File: src/design/bbc_pkg.sv
`default_nettype none

package bbc_pkg;

    // command codes
    localparam logic [1:0] CMD_GET     = 2'd0;
    localparam logic [1:0] CMD_WRITE   = 2'd1;
    localparam logic [1:0] CMD_RELEASE = 2'd2;

    // status codes
    localparam logic [1:0] ST_OK      = 2'd0;
    localparam logic [1:0] ST_NOFREE  = 2'd1;
    localparam logic [1:0] ST_ZEROREL = 2'd2;

    localparam logic [15:0] COUNT_MAX = 16'hFFFF;

    typedef struct packed {
        logic [1:0] command;
        logic [7:0] device;
        logic [7:0] block;
        logic [2:0] slot;
    } in_word_t;

    typedef struct packed {
        logic [2:0] slot_out;
        logic       hit;
        logic       needs_read;
        logic [1:0] status;
    } out_word_t;

    // one slot's bookkeeping record
    typedef struct packed {
        logic        present;
        logic [7:0]  device;
        logic [7:0]  block;
        logic [15:0] count;
        logic        valid;
    } slot_rec_t;

endpackage

`default_nettype wire

File: src/design/bbc_slot_mem.sv
`default_nettype none

// Slot record store. Per-entry written bits make unwritten entries read as all zero.
module bbc_slot_mem #(
    parameter int NUM_SLOTS = 8
) (
    input  wire                           clk,
    input  wire                           rst_n,
    input  wire  [$clog2(NUM_SLOTS)-1:0]  raddr,
    output bbc_pkg::slot_rec_t            rdata,
    input  wire                           we,
    input  wire  [$clog2(NUM_SLOTS)-1:0]  waddr,
    input  bbc_pkg::slot_rec_t            wdata
);

    bbc_pkg::slot_rec_t mem [NUM_SLOTS];
    bbc_pkg::slot_rec_t rd_reg;
    logic [NUM_SLOTS-1:0] vld_reg;
    logic                 rd_vld_reg;

    always_ff @(posedge clk)
    begin
        if (we)
        begin
            mem[waddr] <= wdata;
        end
        rd_reg <= mem[raddr];
    end

    always_ff @(posedge clk or negedge rst_n)
    begin
        if (!rst_n)
        begin
            vld_reg    <= '0;
            rd_vld_reg <= 1'b0;
        end
        else
        begin
            rd_vld_reg <= vld_reg[raddr];
            if (we)
            begin
                vld_reg[waddr] <= 1'b1;
            end
        end
    end

    assign rdata = rd_vld_reg ? rd_reg : '0;

endmodule

`default_nettype wire

File: src/design/bbc_order_mem.sv
`default_nettype none

// Recency order store: position -> slot. An unwritten position reads as its own index.
module bbc_order_mem #(
    parameter int NUM_SLOTS = 8
) (
    input  wire                           clk,
    input  wire                           rst_n,
    input  wire  [$clog2(NUM_SLOTS)-1:0]  raddr,
    output logic [$clog2(NUM_SLOTS)-1:0]  rdata,
    input  wire                           we,
    input  wire  [$clog2(NUM_SLOTS)-1:0]  waddr,
    input  wire  [$clog2(NUM_SLOTS)-1:0]  wdata
);

    localparam int SW = $clog2(NUM_SLOTS);

    logic [SW-1:0]        mem [NUM_SLOTS];
    logic [SW-1:0]        rd_reg;
    logic [SW-1:0]        rd_addr_reg;
    logic [NUM_SLOTS-1:0] vld_reg;
    logic                 rd_vld_reg;

    always_ff @(posedge clk)
    begin
        if (we)
        begin
            mem[waddr] <= wdata;
        end
        rd_reg      <= mem[raddr];
        rd_addr_reg <= raddr;
    end

    always_ff @(posedge clk or negedge rst_n)
    begin
        if (!rst_n)
        begin
            vld_reg    <= '0;
            rd_vld_reg <= 1'b0;
        end
        else
        begin
            rd_vld_reg <= vld_reg[raddr];
            if (we)
            begin
                vld_reg[waddr] <= 1'b1;
            end
        end
    end

    assign rdata = rd_vld_reg ? rd_reg : rd_addr_reg;

endmodule

`default_nettype wire

File: src/design/block_buffer_cache_lru.sv
`default_nettype none

// Tag and replacement manager for a small block buffer cache of NUM_SLOTS slots.
// A command word is taken when start is high and busy is low; each command gives
// exactly one result word, shown on result for one cycle with done high. The
// receiver cannot stall, so it must take every result on the cycle it appears.
// A get walks the whole recency order through the order store and the slot
// store back to back. A write or a release reads the slot record back before it
// reports. A release that drops a count to zero reports, but stays busy while
// the slot is moved to most recent, one position per cycle. Writes and releases
// with an out-of-range slot, and unknown commands, report on the next cycle.
// Commands 0 get, 1 write (mark valid), 2 release; status 0 ok, 1 no free
// buffer, 2 release with zero count.
module block_buffer_cache_lru #(
    parameter int NUM_SLOTS = 8
) (
    input  wire                 clk,
    input  wire                 rst_n,
    input  wire                 start,
    input  bbc_pkg::in_word_t   item,
    output logic                busy,
    output logic                done,
    output bbc_pkg::out_word_t  result
);

    localparam int SW = $clog2(NUM_SLOTS);
    localparam int CW = $clog2(NUM_SLOTS + 1);

    typedef enum logic [3:0] {
        S_IDLE  = 4'b0001,
        S_WALK  = 4'b0010,   // get: scan recency order
        S_RMW   = 4'b0100,   // write / release: record read back
        S_SHIFT = 4'b1000    // release to zero: move slot to most recent
    } state_t;

    state_t state_reg, state_next;

    // control
    logic [CW-1:0] iss_reg, iss_next;       // next order position to read
    logic          v1_reg, v1_next;         // order read data valid
    logic          v2_reg, v2_next;         // slot record valid
    logic          found_reg, found_next;
    logic          free_reg, free_next;
    logic          rel_reg, rel_next;
    logic          done_reg, done_next;

    // payload
    logic [7:0]          dev_reg, dev_next;
    logic [7:0]          blk_reg, blk_next;
    logic [SW-1:0]       sl_reg, sl_next;
    logic [SW-1:0]       s2_reg, s2_next;
    logic [SW-1:0]       fslot_reg, fslot_next;
    bbc_pkg::slot_rec_t  frec_reg, frec_next;
    logic [SW-1:0]       free_slot_reg, free_slot_next;
    logic [SW-1:0]       wpos_reg, wpos_next;
    logic [SW-1:0]       carry_reg, carry_next;
    bbc_pkg::out_word_t  result_reg, result_next;

    // memory ports
    logic [SW-1:0]       slot_raddr, slot_waddr;
    logic                slot_we;
    bbc_pkg::slot_rec_t  slot_rdata, slot_wdata;
    logic [SW-1:0]       order_raddr, order_waddr, order_wdata, order_rdata;
    logic                order_we;

    // decode helpers
    logic [SW+2:0]       item_ext;
    logic [SW-1:0]       item_idx;
    logic                in_range;
    bbc_pkg::slot_rec_t  rec;
    logic                match_now, free_now, hit_any, free_any, iss_more;
    logic [SW-1:0]       hit_slot, free_sel;
    bbc_pkg::slot_rec_t  hit_rec;

    function automatic logic [2:0] idx3(input logic [SW-1:0] i);
        logic [SW+2:0] w;
        w = {3'b000, i};
        return w[2:0];
    endfunction

    bbc_slot_mem #(
        .NUM_SLOTS (NUM_SLOTS)
    ) u_slot_mem (
        .clk   (clk),
        .rst_n (rst_n),
        .raddr (slot_raddr),
        .rdata (slot_rdata),
        .we    (slot_we),
        .waddr (slot_waddr),
        .wdata (slot_wdata)
    );

    bbc_order_mem #(
        .NUM_SLOTS (NUM_SLOTS)
    ) u_order_mem (
        .clk   (clk),
        .rst_n (rst_n),
        .raddr (order_raddr),
        .rdata (order_rdata),
        .we    (order_we),
        .waddr (order_waddr),
        .wdata (order_wdata)
    );

    assign item_ext = {{SW{1'b0}}, item.slot};
    assign item_idx = item_ext[SW-1:0];
    assign in_range = 32'(item.slot) < NUM_SLOTS;

    // scan evaluation: first tag match from most recent wins, last zero count
    // seen (nearest least recent end) is the replacement victim
    assign rec       = slot_rdata;
    assign match_now = v2_reg && rec.present && (rec.device == dev_reg)
                       && (rec.block == blk_reg);
    assign free_now  = v2_reg && (rec.count == 16'd0);
    assign hit_any   = found_reg || match_now;
    assign hit_slot  = found_reg ? fslot_reg : s2_reg;
    assign hit_rec   = found_reg ? frec_reg : rec;
    assign free_any  = free_now || free_reg;
    assign free_sel  = free_now ? s2_reg : free_slot_reg;
    assign iss_more  = iss_reg < CW'(NUM_SLOTS);

    assign order_raddr = (state_reg == S_IDLE) ? '0 : iss_reg[SW-1:0];

    always_comb
    begin
        state_next     = state_reg;
        iss_next       = iss_reg;
        v1_next        = v1_reg;
        v2_next        = v2_reg;
        found_next     = found_reg;
        free_next      = free_reg;
        rel_next       = rel_reg;
        done_next      = 1'b0;
        dev_next       = dev_reg;
        blk_next       = blk_reg;
        sl_next        = sl_reg;
        s2_next        = s2_reg;
        fslot_next     = fslot_reg;
        frec_next      = frec_reg;
        free_slot_next = free_slot_reg;
        wpos_next      = wpos_reg;
        carry_next     = carry_reg;
        result_next    = result_reg;

        slot_raddr  = '0;
        slot_we     = 1'b0;
        slot_waddr  = sl_reg;
        slot_wdata  = rec;
        order_we    = 1'b0;
        order_waddr = wpos_reg;
        order_wdata = carry_reg;

        case (state_reg)
            S_IDLE:
            begin
                slot_raddr = item_idx;
                if (start)
                begin
                    sl_next    = item_idx;
                    dev_next   = item.device;
                    blk_next   = item.block;
                    rel_next   = (item.command == bbc_pkg::CMD_RELEASE);
                    found_next = 1'b0;
                    free_next  = 1'b0;
                    v2_next    = 1'b0;
                    case (item.command)
                        bbc_pkg::CMD_GET:
                        begin
                            iss_next   = CW'(1);
                            v1_next    = 1'b1;
                            state_next = S_WALK;
                        end
                        bbc_pkg::CMD_WRITE, bbc_pkg::CMD_RELEASE:
                        begin
                            if (in_range)
                            begin
                                iss_next   = '0;
                                state_next = S_RMW;
                            end
                            else
                            begin
                                done_next              = 1'b1;
                                result_next.slot_out   = item.slot;
                                result_next.hit        = 1'b0;
                                result_next.needs_read = 1'b0;
                                result_next.status     = bbc_pkg::ST_OK;
                            end
                        end
                        default:
                        begin
                            done_next              = 1'b1;
                            result_next.slot_out   = 3'd0;
                            result_next.hit        = 1'b0;
                            result_next.needs_read = 1'b0;
                            result_next.status     = bbc_pkg::ST_OK;
                        end
                    endcase
                end
            end

            S_WALK:
            begin
                slot_raddr = order_rdata;
                v2_next    = v1_reg;
                s2_next    = order_rdata;
                v1_next    = iss_more;
                if (iss_more)
                begin
                    iss_next = iss_reg + CW'(1);
                end
                if (match_now && !found_reg)
                begin
                    found_next = 1'b1;
                    fslot_next = s2_reg;
                    frec_next  = rec;
                end
                if (free_now)
                begin
                    free_next      = 1'b1;
                    free_slot_next = s2_reg;
                end
                if (v2_reg && !v1_reg)
                begin
                    state_next = S_IDLE;
                    v1_next    = 1'b0;
                    v2_next    = 1'b0;
                    done_next  = 1'b1;
                    if (hit_any)
                    begin
                        slot_we    = 1'b1;
                        slot_waddr = hit_slot;
                        slot_wdata = hit_rec;
                        if (hit_rec.count != bbc_pkg::COUNT_MAX)
                        begin
                            slot_wdata.count = hit_rec.count + 16'd1;
                        end
                        result_next.slot_out   = idx3(hit_slot);
                        result_next.hit        = 1'b1;
                        result_next.needs_read = !hit_rec.valid;
                        result_next.status     = bbc_pkg::ST_OK;
                    end
                    else if (free_any)
                    begin
                        slot_we            = 1'b1;
                        slot_waddr         = free_sel;
                        slot_wdata.present = 1'b1;
                        slot_wdata.device  = dev_reg;
                        slot_wdata.block   = blk_reg;
                        slot_wdata.count   = 16'd1;
                        slot_wdata.valid   = 1'b0;
                        result_next.slot_out   = idx3(free_sel);
                        result_next.hit        = 1'b0;
                        result_next.needs_read = 1'b1;
                        result_next.status     = bbc_pkg::ST_OK;
                    end
                    else
                    begin
                        result_next.slot_out   = 3'd0;
                        result_next.hit        = 1'b0;
                        result_next.needs_read = 1'b0;
                        result_next.status     = bbc_pkg::ST_NOFREE;
                    end
                end
            end

            S_RMW:
            begin
                state_next             = S_IDLE;
                done_next              = 1'b1;
                result_next.slot_out   = idx3(sl_reg);
                result_next.hit        = 1'b0;
                result_next.needs_read = 1'b0;
                result_next.status     = bbc_pkg::ST_OK;
                if (!rel_reg)
                begin
                    slot_we          = 1'b1;
                    slot_wdata.valid = 1'b1;
                end
                else if (rec.count == 16'd0)
                begin
                    result_next.status = bbc_pkg::ST_ZEROREL;
                end
                else
                begin
                    slot_we          = 1'b1;
                    slot_wdata.count = rec.count - 16'd1;
                    if (rec.count == 16'd1)
                    begin
                        // order read of position 0 is issued this cycle
                        state_next = S_SHIFT;
                        iss_next   = CW'(1);
                        v1_next    = 1'b1;
                        wpos_next  = '0;
                        carry_next = sl_reg;
                    end
                end
            end

            S_SHIFT:
            begin
                // ripple the slot in from the front until its old position
                if (v1_reg)
                begin
                    order_we   = 1'b1;
                    carry_next = order_rdata;
                    if (order_rdata == sl_reg)
                    begin
                        state_next = S_IDLE;
                        v1_next    = 1'b0;
                    end
                    else
                    begin
                        wpos_next = wpos_reg + SW'(1);
                        v1_next   = iss_more;
                        if (iss_more)
                        begin
                            iss_next = iss_reg + CW'(1);
                        end
                    end
                end
            end

            default:
            begin
                state_next = S_IDLE;
            end
        endcase
    end

    always_ff @(posedge clk or negedge rst_n)
    begin
        if (!rst_n)
        begin
            state_reg <= S_IDLE;
            iss_reg   <= '0;
            v1_reg    <= 1'b0;
            v2_reg    <= 1'b0;
            found_reg <= 1'b0;
            free_reg  <= 1'b0;
            rel_reg   <= 1'b0;
            done_reg  <= 1'b0;
        end
        else
        begin
            state_reg <= state_next;
            iss_reg   <= iss_next;
            v1_reg    <= v1_next;
            v2_reg    <= v2_next;
            found_reg <= found_next;
            free_reg  <= free_next;
            rel_reg   <= rel_next;
            done_reg  <= done_next;
        end
    end

    always_ff @(posedge clk)
    begin
        dev_reg       <= dev_next;
        blk_reg       <= blk_next;
        sl_reg        <= sl_next;
        s2_reg        <= s2_next;
        fslot_reg     <= fslot_next;
        frec_reg      <= frec_next;
        free_slot_reg <= free_slot_next;
        wpos_reg      <= wpos_next;
        carry_reg     <= carry_next;
        result_reg    <= result_next;
    end

    assign busy   = (state_reg != S_IDLE);
    assign done   = done_reg;
    assign result = result_reg;

    // every accepted word either reports at once or keeps the block busy
    a_accept_progress: assert property (@(posedge clk) disable iff (!rst_n)
        (start && !busy) |=> (busy || done))
        else $error("accepted word neither reported nor in progress");

    // a hit is always a clean status
    a_hit_ok: assert property (@(posedge clk) disable iff (!rst_n)
        (done && result.hit) |-> (result.status == bbc_pkg::ST_OK))
        else $error("hit reported with error status");

    // order shift never writes the position being read
    a_order_no_overlap: assert property (@(posedge clk) disable iff (!rst_n)
        order_we |-> (order_waddr != order_raddr))
        else $error("order store read and write collide");

    // record write-backs are single cycle, never back to back
    a_slot_we_single: assert property (@(posedge clk) disable iff (!rst_n)
        slot_we |=> !slot_we)
        else $error("back-to-back slot record writes");

    // no free buffer reports a zero slot and no read request
    a_nofree_fields: assert property (@(posedge clk) disable iff (!rst_n)
        (done && (result.status == bbc_pkg::ST_NOFREE))
            |-> ((result.slot_out == 3'd0) && !result.needs_read))
        else $error("no-free result carries stray fields");

endmodule

`default_nettype wire
File: config.mk
export PLATFORM = sky130hd
export DESIGN_NAME = block_buffer_cache_lru
export DESIGN_NICKNAME = d
export VERILOG_FILES = /design/src/design/bbc_pkg.sv /design/src/design/bbc_slot_mem.sv /design/src/design/bbc_order_mem.sv /design/src/design/block_buffer_cache_lru.sv
export SDC_FILE = /design/constraint.sdc
export NUM_CORES = 1
export LEC_CHECK = 0
export ABC_AREA = 1
export BUFFER_PORTS_ARGS = -buffer_cell sky130_fd_sc_hd__clkbuf_2
export CAP_MARGIN = 15
export CORE_MARGIN = 2
export CORE_UTILIZATION = 30
export DETAILED_ROUTE_END_ITERATION = 10
export PLACE_DENSITY = 0.5
export RECOVER_POWER = 50
export REMOVE_ABC_BUFFERS = 1
export SYNTH_ARGS = -nofsm -noshare
export SYNTH_HDL_FRONTEND = slang
export SYNTH_HIERARCHICAL = 1
export SYNTH_SLANG_ARGS = --single-unit
export TNS_END_PERCENT = 30
File: constraint.sdc
create_clock -name clk -period 5.2 [get_ports clk]
set_input_delay 0.52 -clock clk [delete_from_list [all_inputs] [get_ports clk]]
set_output_delay 0.52 -clock clk [all_outputs]
set_load 0.01 [all_outputs]
**Yosys cells after proc, flatten, opt, wreduce, memory -nomap -nowiden**

Memories as Yosys holds them, arrays and structs flattened. A register that Yosys moved wholly into a read port is not among the register bits.
Cells that the tools add are included.

- Reductions and logical operators: 32
- Bitwise gates (word level): 2
- Muxes and demuxes: 97
- Add/subtract/negate cells: 4
- Equal/unequal tests: 25
- Magnitude comparators: 7

Operator list:

| cell | number |
|---|---|
| $mux W34 | 5 |
| $mux W4 | 14 |
| $mux W3 | 17 |
| $mux W16 | 3 |
| $mux W7 | 5 |
| $pmux W17 S2 | 1 |
| $pmux W4 S4 | 2 |
| $mux W1 | 31 |
| $ne A2 B2 Y1 const B | 11 |
| $pmux W7 S3 | 1 |
| $pmux W3 S2 | 3 |
| $mux W17 | 1 |
| $add A16 B1 Y16 const B | 1 |
| $eq A16 B1 Y1 const B | 1 |
| $eq A8 B8 Y1 | 2 |
| $logic_not A16 Y1 | 1 |
| $lt A3 B4 Y1 const B | 4 |
| $ne A16 B16 Y1 const B | 1 |
| $or A8 B8 Y8 | 2 |
| $pmux W4 S2 | 2 |
| $sub A16 B1 Y16 const B | 1 |
| $reduce_and A6 Y1 | 2 |
| $reduce_and A5 Y1 | 2 |
| $logic_and A1 B1 Y1 | 8 |
| other kinds (32) | 46 |

- Input port bits: 24
- RAM bits: 296
- Bits in registers: 110
- Output and inout bits: 9
- Memories: 2

Memory list:

| name | words | bits a word | read ports | clocked after Yosys merged registers in | wr ports | RTL line | source |
|---|---|---|---|---|---|---|---|
| u_slot_mem.mem | 8 | 34 | 1 | 1 | 1 | bbc_slot_mem.sv:16 | `bbc_pkg::slot_rec_t mem [NUM_SLOTS];` |
| u_order_mem.mem | 8 | 3 | 1 | 1 | 1 | bbc_order_mem.sv:18 | `logic [SW-1:0] mem [NUM_SLOTS];` |

**Logic depth before layout (Yosys ltp)**

Gate-level depths: netlist (run 1).

- Depth in word-level cells: 13
- Mapped depth: 20
- Depth with buffers taken out: 17

**Cells and area by module**

Netlist (run 1), hierarchy kept.

By module, submodules not included:

| module | area each (µm²) | times used | cells each |
|---|---|---|---|
| bbc_slot_mem | 14212.4 | 1 | 1343 |
| block_buffer_cache_lru | 6053.3 | 1 | 827 |
| bbc_order_mem | 1647.8 | 1 | 174 |

**Worst setup path before layout (run 1)**

Ideal clock, no wire load.

- Path type: register to register
- From: register u_slot_mem.rd_vld_reg
- To: memory u_slot_mem/mem[5][0] (netlist bit), enable pin
- Clock period less this slack: 4.168 ns
- Data arrival time: 3.743 ns
- Buffers on the path: 3
- Path slack: 1.032 ns
- Cell stages (with the launch flop): 19
- Cell sequence: dfrtp_1 -> clkbuf_1 -> clkbuf_1 -> nand2_1 -> inv_1 -> inv_1 -> ha_1 -> nand2_1 -> nor2_4 -> nand3_4 -> nand2_4 -> inv_2 -> nand3_2 -> nand2_1 -> buf_2 -> nand2_1 -> nand2_1 -> nand2_1 -> nor2_1

RTL lines:

| element | RTL line | source |
|---|---|---|
| start, declared | bbc_slot_mem.sv:19 | `logic rd_vld_reg;` |
| start signal, assigned | bbc_slot_mem.sv:39 | `rd_vld_reg <= vld_reg[raddr];` |
| end, declared | bbc_slot_mem.sv:16 |  |

==> flow_metrics.tcl, run 1 <==
set metrics [dict create \
    cp_cell_sequence "buf_4 > nand2_1 > inv_1 > inv_1 > ha_1 > nand2_1 > nor2_1 > nand3_4 > nand2_1 > inv_1 > nand3_1 > nand2_1 > nand2_1 > nand2_1 > inv_1 > nand2_1 > nor2_4 > buf_12" \
    clock_path_buffers 3 \
    cpMostUsedCell "nand2_1" \
    cts-root-buf "clkbuf_16" \
    vdd_drop_max_v 0.0005319 \
    cts_tree "built" \
    holdWs_ps 80.32 \
    worstPathRequired_ps 5480 \
    period_share_pct 84.52 \
    clk_pin_slew_ps 60 \
    power.switching_mw 4.657 \
    synth_area_leaders "edfxtp_1 (51%), nand2_1 (14%), inv_1 (6.1%)" \
    ys.flop_type "edfxtp_1" \
    antenna_found_initial 0 \
    synth_edf_count 371 \
    largest_reg_flops 272 \
    drv_slew 80 \
    min_from "item[6]" \
    cp-end-kind "flip-flop" \
    cp-start-kind "flip-flop" \
    violations "max-capacitance violations, max-slew violations" \
    power_frac_seq_pct 38.0 \
    pin_count 33 \
    vias 15030 \
    swShare_pct 37.71 \
    slowest_stage "nor2_4" \
    ys_ff_latch 443 \
    met2_usage_pct 25.17 \
    cts_buffers 52 \
    period_minus_slack_ps 4395 \
    yosys-top-cells-count "nand2_1 (799), edfxtp_1 (371), inv_1 (355)" \
    final_cells 3378 \
    drc 0 \
    grt_max_degree 141 \
    core_um2 72590 \
    grt_use_met3_pct 1.830 \
    pwr-share-clk_pct 29.2 \
    placedCellCount 3281 \
    drive_gt1_share_pct 16.41 \
    wl_um 56680 \
    ys_async_sr_fraction_pct 7.223 \
    finalClockSkew_ps 38.02 \
    max_freq_mhz 227.5 \
    synth_top_cell_area_share_pct 50.84 \
    final_cell_area_um2 24590 \
    critPathLaunch "u_slot_mem/rd_vld_reg" \
    syn_inst 2344 \
    syn_avg_cell_area_um2 9.349 \
    start_util_pct 30.19 \
    p_leak_nw 11.02 \
    grt_use_met1_pct 20.94 \
    rows 99 \
    pwr-share-comb_pct 32.8 \
    internal_power_mw 7.693 \
    viasPerCell 4.448 \
    post_cts_buffers 0 \
    die_w_um 274.3 \
    r2r_start "u_slot_mem/rd_vld_reg" \
    clock-sinks 443 \
    layout.nets 2409 \
    grt_busiest_layer "met2" \
    ys_types 44 \
    holdBufCountCts 0 \
    diodes 0 \
    tns_ps 0 \
    syn_to_final_growth_pct 12.21 \
    cts-resized-gates 0 \
    grt_pass1_wl_um 87900 \
    dpl_cell_area_um2 23030 \
    yosysMostFrequentCell "nand2_1" \
    dp_hpwl_um 35340 \
    cp_max_fo 34 \
    die_y_um 274.3 \
    drtIter0Drc 1004 \
    crit_path_max_incr_delay_ps 670 \
    overflow 0 \
    port_buffers 32 \
    clock_latency_ps 610 \
    antenna_left 0 \
    gp_congestion 0.8975 \
    synth_top_cell_by_area "edfxtp_1" \
    crit_type "flip-flop to flip-flop" \
    die_area_um2 75220 \
    synth-seq-area-share_pct 58.15 \
    tightest_slew_ps 1879 \
    grt_pass1_vias 14840 \
    relSlewSlack_pct -25.39 \
    ys_warn_count 6 \
    power_density_nw_per_um2 502.3 \
    maxCapViolations 3 \
    first_pass_iters 5 \
    netlist_area_um2 21910 \
    grt_usage_pct 15.26 \
    grt_setup_unrepaired "no" \
    htree_levels 2 \
    critical_path_arrival_ps 4680 \
    hp-class "input port to flip-flop" \
    finalSetupViolCount 0 \
    post_drt_wl_per_cell_um 16.78 \
    finalHoldViolations 0 \
    outcome "finished, violations left" \
]
metal layers:
layer  vias to the layer above  share of wire, %
li1                       7396                 -
met1                      7215                46
met2                       330                47
met3                        85               4.5
met4                         0               2.4
met5                         -                 0
through the flow:
stage / worst slack [ps] / utilization, % / total power, mW
2_1_floorplan: -8214 / - / 7.738
3_3_place_gp: 1278 / 31.72 / 8.903
3_5_place_dp: 1134 / 31.72 / 8.914
4_1_cts: 1134 / 34.05 / 12.57
5_1_grt: 504.1 / 33.87 / 13.11
6_report: 804.9 / 33.87 / 12.35
power groups by stage:
stage | clock network, mW | registers [mW] | logic [mW]
floorplan | 0 | 4.67 | 3.07
global placement | 0 | 4.77 | 4.13
detailed placement | 0 | 4.76 | 4.16
CTS | 3.71 | 4.69 | 4.17
global route | 3.84 | 4.71 | 4.55
finish | 3.61 | 4.69 | 4.05
logic make-up after synthesis:
group                      Yosys count  synth area share [%]
buffers and inverters              551                 10.88
adders and majority gates            9                0.5139
xor gates and xnor gates            11                0.4396
DFF                                443                 58.15
and+or+nand+nor                   1245                 27.85
AOI/OAI and AO/OA                   81                 1.970
muxes                                4                0.1998
layout make-up:
class / instances / area (um2)
clock inverter: 21 / 239.0
tap: 959 / 1200
multi-input combinational: 1350 / 6789
timing repair buffer: 58 / 382.9
fill: 7532 / 48000
inverter: 471 / 1782
sequential: 443 / 12740
clock buffer: 76 / 1453
critical path, delay by kind of cell (launching register included):
kind | cells | cell delay [ps]
flops | 1 | 350
fa+ha+maj | 1 | 180
buf+inv | 6 | 970
simple gates | 11 | 2540
cell usage in the layout, fill, tap and decap left out, types with 3 or more instances in the layout:
master,n
nand2_1,804
edfxtp_1,371
inv_1,359
nand3_1,154
inv_2,105
nor2_1,79
nand3_2,73
nand2_4,71
o21ai_0,59
clkbuf_16,53
dfxtp_1,40
clkbuf_1,35
dfrtp_1,31
nand4_1,21
buf_4,21
clkbuf_2,17
nor3_1,14
nor2_4,10
a21oi_1,9
ha_1,9
clkinv_2,9
xnor2_1,6
clkinv_1,6
nor2_2,5
or2_2,5
nand3b_1,5
xor2_1,5
clkbuf_8,4
bufinv_16,4
buf_12,4
inv_4,3
o31ai_1,3
mux2_1,3
final timing paths:
check / end / slack, ps / depth (start not counted)
worst max-delay path: u_slot_mem/mem[0][16] / 800 / 18
worst min-delay path: blk_reg[3] / 80 / 1
worst max register to register: u_slot_mem/mem[0][16] / 800 / 18
worst min register to register: fslot_reg[2] / 450 / 0
max in group asynchronous: u_slot_mem/vld_reg[6] / 3670 / 1
min in group asynchronous: done / 420 / 1
(Power assumes the default switching activity.)
==> run 2, diff against run 1 <==
==> constraint.sdc (replaced) <==
create_clock -name clk -period 4.1 [get_ports clk]
set_input_delay 0.41 -clock clk [delete_from_list [all_inputs] [get_ports clk]]
set_output_delay 0.41 -clock clk [all_outputs]
set_load 0.01 [all_outputs]
==> run 2 against run 1 <==
Effect of this change:
- the flow still finishes with violations (max-capacitance violations, max-slew violations)
- power grew 26%
- clock skew shrank 18 ps
- fmax grew 15%
- final cell count grew 0.77%
- register-to-register slack lost 530 ps
- combinational power grew 26%
- sequential cell count is the same
- die area is the same
- utilization grew 0.29 points
- worst setup slack lost 530 ps
- sequential share of layout area shrank 0.43 points
- critical path type unchanged
- largest cell class unchanged
==> flow_metrics.tcl, run 2 (synthesis results as in run 1) <==
set metrics [dict create \
    core_um2 72590 \
    drv_slew 33 \
    layout_common_cells "nand2_1 (802), edfxtp_1 (371), inv_1 (358)" \
    clock_latency_ps 600 \
    layout.nets 2436 \
    clock-sinks 443 \
    power_density_nw_per_um2 627.3 \
    cts-root-buf "clkbuf_16" \
    slowest_stage "buf_4" \
    post_cts_buffers 0 \
    finalClockSkew_ps 20.15 \
    grt_setup_unrepaired "no" \
    placedCellCount 3292 \
    finalHoldViolations 0 \
    finalSetupViolCount 0 \
    vias 15000 \
    maxCapViolations 1 \
    tightest_slew_ps 2004 \
    final_common_cell "nand2_1" \
    p_leak_nw 11.13 \
    die_area_um2 75220 \
    antenna_left 0 \
    cp-start-kind "flip-flop" \
    post_drt_wl_per_cell_um 16.29 \
    final_cell_area_um2 24800 \
    critical_path_arrival_ps 4070 \
    drc 0 \
    diodes 0 \
    cp_cell_sequence "buf_4 > nand2_1 > inv_1 > inv_1 > ha_1 > nand2_1 > nor2_4 > nand3_4 > nand2_4 > inv_2 > nand3_2 > nand2_1 > inv_2 > o21ai_0 > nand2_1 > nor2_4 > buf_4" \
    cpMostUsedCell "nand2_1" \
    outcome "finished, violations left" \
    period_minus_slack_ps 3820 \
    grt_max_degree 141 \
    rows 99 \
    relSlewSlack_pct -33.60 \
    crit_type "flip-flop to flip-flop" \
    grt_usage_pct 14.97 \
    final_cells 3404 \
    worstPathRequired_ps 4350 \
    max_freq_mhz 261.8 \
    die_w_um 274.3 \
    cp_max_fo 34 \
    die_y_um 274.3 \
    overflow 0 \
    clk_pin_slew_ps 60 \
    crit_path_max_incr_delay_ps 400 \
    antenna_found_initial 1 \
    grt_pass1_wl_um 86680 \
    hp-class "input port to flip-flop" \
    syn_to_final_growth_pct 13.16 \
    wl_um 55460 \
    viasPerCell 4.406 \
    vdd_drop_max_v 0.0006561 \
    dp_hpwl_um 36190 \
    gp_congestion 0.8556 \
    htree_levels 2 \
    clock_path_buffers 3 \
    tns_ps 0 \
    cp_top_family "simple AND/OR/NAND/NOR gates" \
    pin_count 33 \
    start_util_pct 30.19 \
    grt_pass1_vias 15000 \
    critical_path_buf_inv_count 6 \
    violations "max-capacitance violations, max-slew violations" \
    cp-end-kind "flip-flop" \
    largest_reg_flops 272 \
    cts_tree "built" \
    port_buffers 32 \
    period_share_pct 93.18 \
    first_pass_iters 5 \
    drive_gt1_share_pct 16.97 \
    cts_buffers 50 \
    drtIter0Drc 1012 \
    dpl_cell_area_um2 23120 \
]
==> run 2: changes by cell type in the layout (fill, tap and decap cells not counted), sizes merged <==
cell,previous run,this run
dlygate4sd3,0,18
clkinv,17,24
clkbuf,109,110
clkinvlp,1,2
inv,470,469
==> run 2: path summary, 6_finish.rpt <==
check | to | depth (start not counted) | slack [ps] | start
max | u_slot_mem/mem[4][15] | 17 | 280 | u_slot_mem/rd_vld_reg
min | sl_reg[2] | 1 | 70 | item[2]
max reg2reg | u_slot_mem/mem[4][15] | 17 | 280 | u_slot_mem/rd_vld_reg
min reg2reg | u_order_mem/vld_reg[1] | 2 | 460 | u_order_mem/vld_reg[1]
max in group asynchronous | found_reg | 2 | 1890 | rst_n
min in group asynchronous | rel_reg | 2 | 920 | rst_n
==> run 2: through the flow <==
step / power [mW] / hold slack, ps / util, % / setup slack (ps)
6_report: 15.56 / 66.43 / 34.16 / 279.6
4_1_cts: 15.85 / 8.296 / 34.38 / 242.2
5_1_grt: 16.53 / 65.87 / 34.16 / 40.41
3_3_place_gp: 11.27 / 442.1 / 31.85 / 399.4
2_1_floorplan: 9.814 / 114.4 / - / -9314
3_5_place_dp: 11.28 / 449.9 / 31.85 / 270.9
==> run 2: area by class of cell <==
type	instances	area (um2)
Clock buffer	66	1394
Clock inverter	28	264.0
Fill cell	7488	47790
Inverter	471	1782
Multi-Input combinational cell	1350	6795
Sequential cell	443	12740
Tap cell	959	1200
Timing Repair Buffer	87	618.1
==> run 2: routing by layer <==
layer / wire (um) / vias up / GRT usage, %
met5: 0 / - / 0
met4: 1488 / 0 / 4.906
met3: 2431 / 82 / 2.286
met2: 25810 / 261 / 24.57
met1: 25730 / 7209 / 20.20
li1: - / 7446 / -
==> run 2: what timing repair did <==
action / 4_1_cts / 5_1_grt
hold endpoints to repair: 48 / 0
gates resized for setup: 0 / 0
hold buffers: 18 / 0
==> run 2: power breakdown <==
group	switching, mW	internal, mW
Sequential	0.266	5.68
Combinational	3.74	1.38
Clock	1.84	2.65
Total	5.85	9.71
==> run 3, diff against run 2 <==
--- a/config.mk
+++ b/config.mk
@@ -6,12 +6,14 @@
 export NUM_CORES = 1
 export LEC_CHECK = 0
 export ABC_AREA = 1
-export BUFFER_PORTS_ARGS = -buffer_cell sky130_fd_sc_hd__clkbuf_2
 export CAP_MARGIN = 15
+export CELL_PAD_IN_SITES_DETAIL_PLACEMENT = 1
+export CELL_PAD_IN_SITES_GLOBAL_PLACEMENT = 1
 export CORE_MARGIN = 2
 export CORE_UTILIZATION = 30
 export DETAILED_ROUTE_END_ITERATION = 10
-export PLACE_DENSITY = 0.5
+export DONT_BUFFER_PORTS = 1
+export PLACE_DENSITY = 0.58
 export RECOVER_POWER = 50
 export REMOVE_ABC_BUFFERS = 1
 export SYNTH_ARGS = -nofsm -noshare
==> run 3 against run 2 <==
Effect of this change:
- the flow still finishes with violations (max-capacitance violations, max-slew violations)
- first-iteration DRC count decreased by 17%
- critical path depth decreased by 7
- sequential power about the same
- register-to-register slack improved by 40 ps
- sequential cell count unchanged
- sequential share of layout area increased by 0.19 points
- critical path type unchanged
- largest power group unchanged
==> flow_metrics.tcl, run 3 (synthesis results as in run 1) <==
set metrics [dict create \
    vdd_drop_max_v 0.0006615 \
    grt_pass1_wl_um 96460 \
    final_cells 3380 \
    drc 0 \
    placedCellCount 3260 \
    drv_slew 33 \
    antenna_left 0 \
    cts_tree "built" \
    clock_path_buffers 3 \
    wl_um 62530 \
    period_minus_slack_ps 3785 \
    cp-start-kind "flip-flop" \
    cp_max_fo 140 \
    n_fill_cell 8448 \
    start_util_pct 30.19 \
    min_path_cells 3 \
    pin_count 33 \
    first_pass_iters 5 \
    cts-root-buf "clkbuf_16" \
    drive_gt1_share_pct 15.94 \
    gp_congestion 0.8180 \
    p_leak_nw 11.04 \
    post_cts_buffers 0 \
    holdPathEnd "rel_reg" \
    drtIter0Drc 844 \
    maxCapViolations 1 \
    post_drt_wl_per_cell_um 18.50 \
    clk_pin_slew_ps 60 \
    grt_pass1_vias 16230 \
    viasPerCell 4.533 \
    syn_to_final_growth_pct 12.74 \
    grt_setup_unrepaired "no" \
    antenna_found_initial 2 \
    critPathLaunch "state_reg[0]" \
    grt_usage_pct 16.84 \
    final_common_cell "nand2_1" \
    vias 15320 \
    finalHoldViolations 0 \
    min_from "item[20]" \
    diodes 0 \
    max_freq_mhz 264.2 \
    violations "max-capacitance violations, max-slew violations" \
    tns_ps 0 \
    holdWs_ps 69.57 \
    outcome "finished, violations left" \
    hp-class "input port to flip-flop" \
    power_density_nw_per_um2 644.7 \
    clock_latency_ps 610 \
    layout.nets 2410 \
    setup_slack_ps 314.7 \
    cp-end-kind "flip-flop" \
    dp_slack_ps 354.7 \
    die_w_um 274.3 \
    tightest_slew_ps 2043 \
    crit_type "flip-flop to flip-flop" \
    register_area_um2 12740 \
    r2r_slack_ps 310 \
    largest_reg_flops 272 \
    rows 99 \
    core_um2 72590 \
    htree_levels 2 \
    finalPower_mw 15.93 \
    rr_worst_depth 10 \
    clock-sinks 443 \
    port_buffers 0 \
    finalSetupViolCount 0 \
    cts_buffers 53 \
    multi_input_area_um2 6774 \
    timing.rr.end "u_slot_mem/rd_reg[12]" \
    die_area_um2 75220 \
    worstPathRequired_ps 4570 \
    layout_common_cells "nand2_1 (803), edfxtp_1 (371), inv_1 (358)" \
    relSlewSlack_pct -36.19 \
    r2r_start "state_reg[0]" \
    period_share_pct 92.33 \
    finalClockSkew_ps 28.05 \
    grt_max_degree 141 \
    overflow 0 \
    die_y_um 274.3 \
    critical_path_arrival_ps 4250 \
    dp_hpwl_um 40420 \
]
-- run 3: power by group --
group          switching [mW]  internal, mW  leakage [nW]
clock network            1.92          2.71         0.829
logic                    3.98          1.37          6.03
registers               0.264          5.68          4.18
total                    6.16          9.76          11.0
-- run 3: timing repair --
item,in CTS,in global routing
endpoints found under the hold margin,51,0
hold buffers,21,0
resized for setup,0,4
setup endpoints to repair,0,122
-- run 3: critical path: stages (launching register included) --
cell,delay (ps)
dfstp_2,530
inv_1,60
nor3_1,860
nand2_1,140
o21ai_1,390
buf_6,920
nand2_1,160
nand3_2,110
nand2_1,80
nand2_1,70
nand2_1,110
-- run 3: worst max-delay path by stage --
stage | slack, ps | end | cells past startpoint
global route | 50 | u_slot_mem/mem[0][19] | 18
CTS | 320 | u_slot_mem/mem[6][30] | 17
detailed placement | 350 | u_slot_mem/mem[6][23] | 17
finish | 310 | u_slot_mem/rd_reg[12] | 10
floorplan | -9310 | u_slot_mem/rd_vld_reg | 11
global placement | 500 | u_slot_mem/mem[6][23] | 17
-- run 3: layer usage --
metal / GRT usage, % / wire [um]
met4: 4.820 / 1442
met2: 27.43 / 28610
met3: 3.170 / 2803
met1: 22.79 / 29660
met5: 0 / 18
-- run 3: final cells by class --
| class | instances | share of cell area [%] |
|---|---|---|
| inverters | 471 | 7.212 |
| multi-input cells | 1350 | 27.42 |
| well taps | 959 | 4.857 |
| clock buffers | 77 | 6.017 |
| clock inverters | 22 | 0.8711 |
| repair buffers | 58 | 2.036 |
| flip-flops and latches | 443 | 51.59 |
-- run 3: metrics by stage --
stage | area, um2 | utilization (%)
finish | 24700 | 34.03
global route | 24700 | 34.03
CTS | 24870 | 34.26
detailed placement | 22950 | 31.61
global placement | 22950 | 31.61
floorplan | 21310 | -
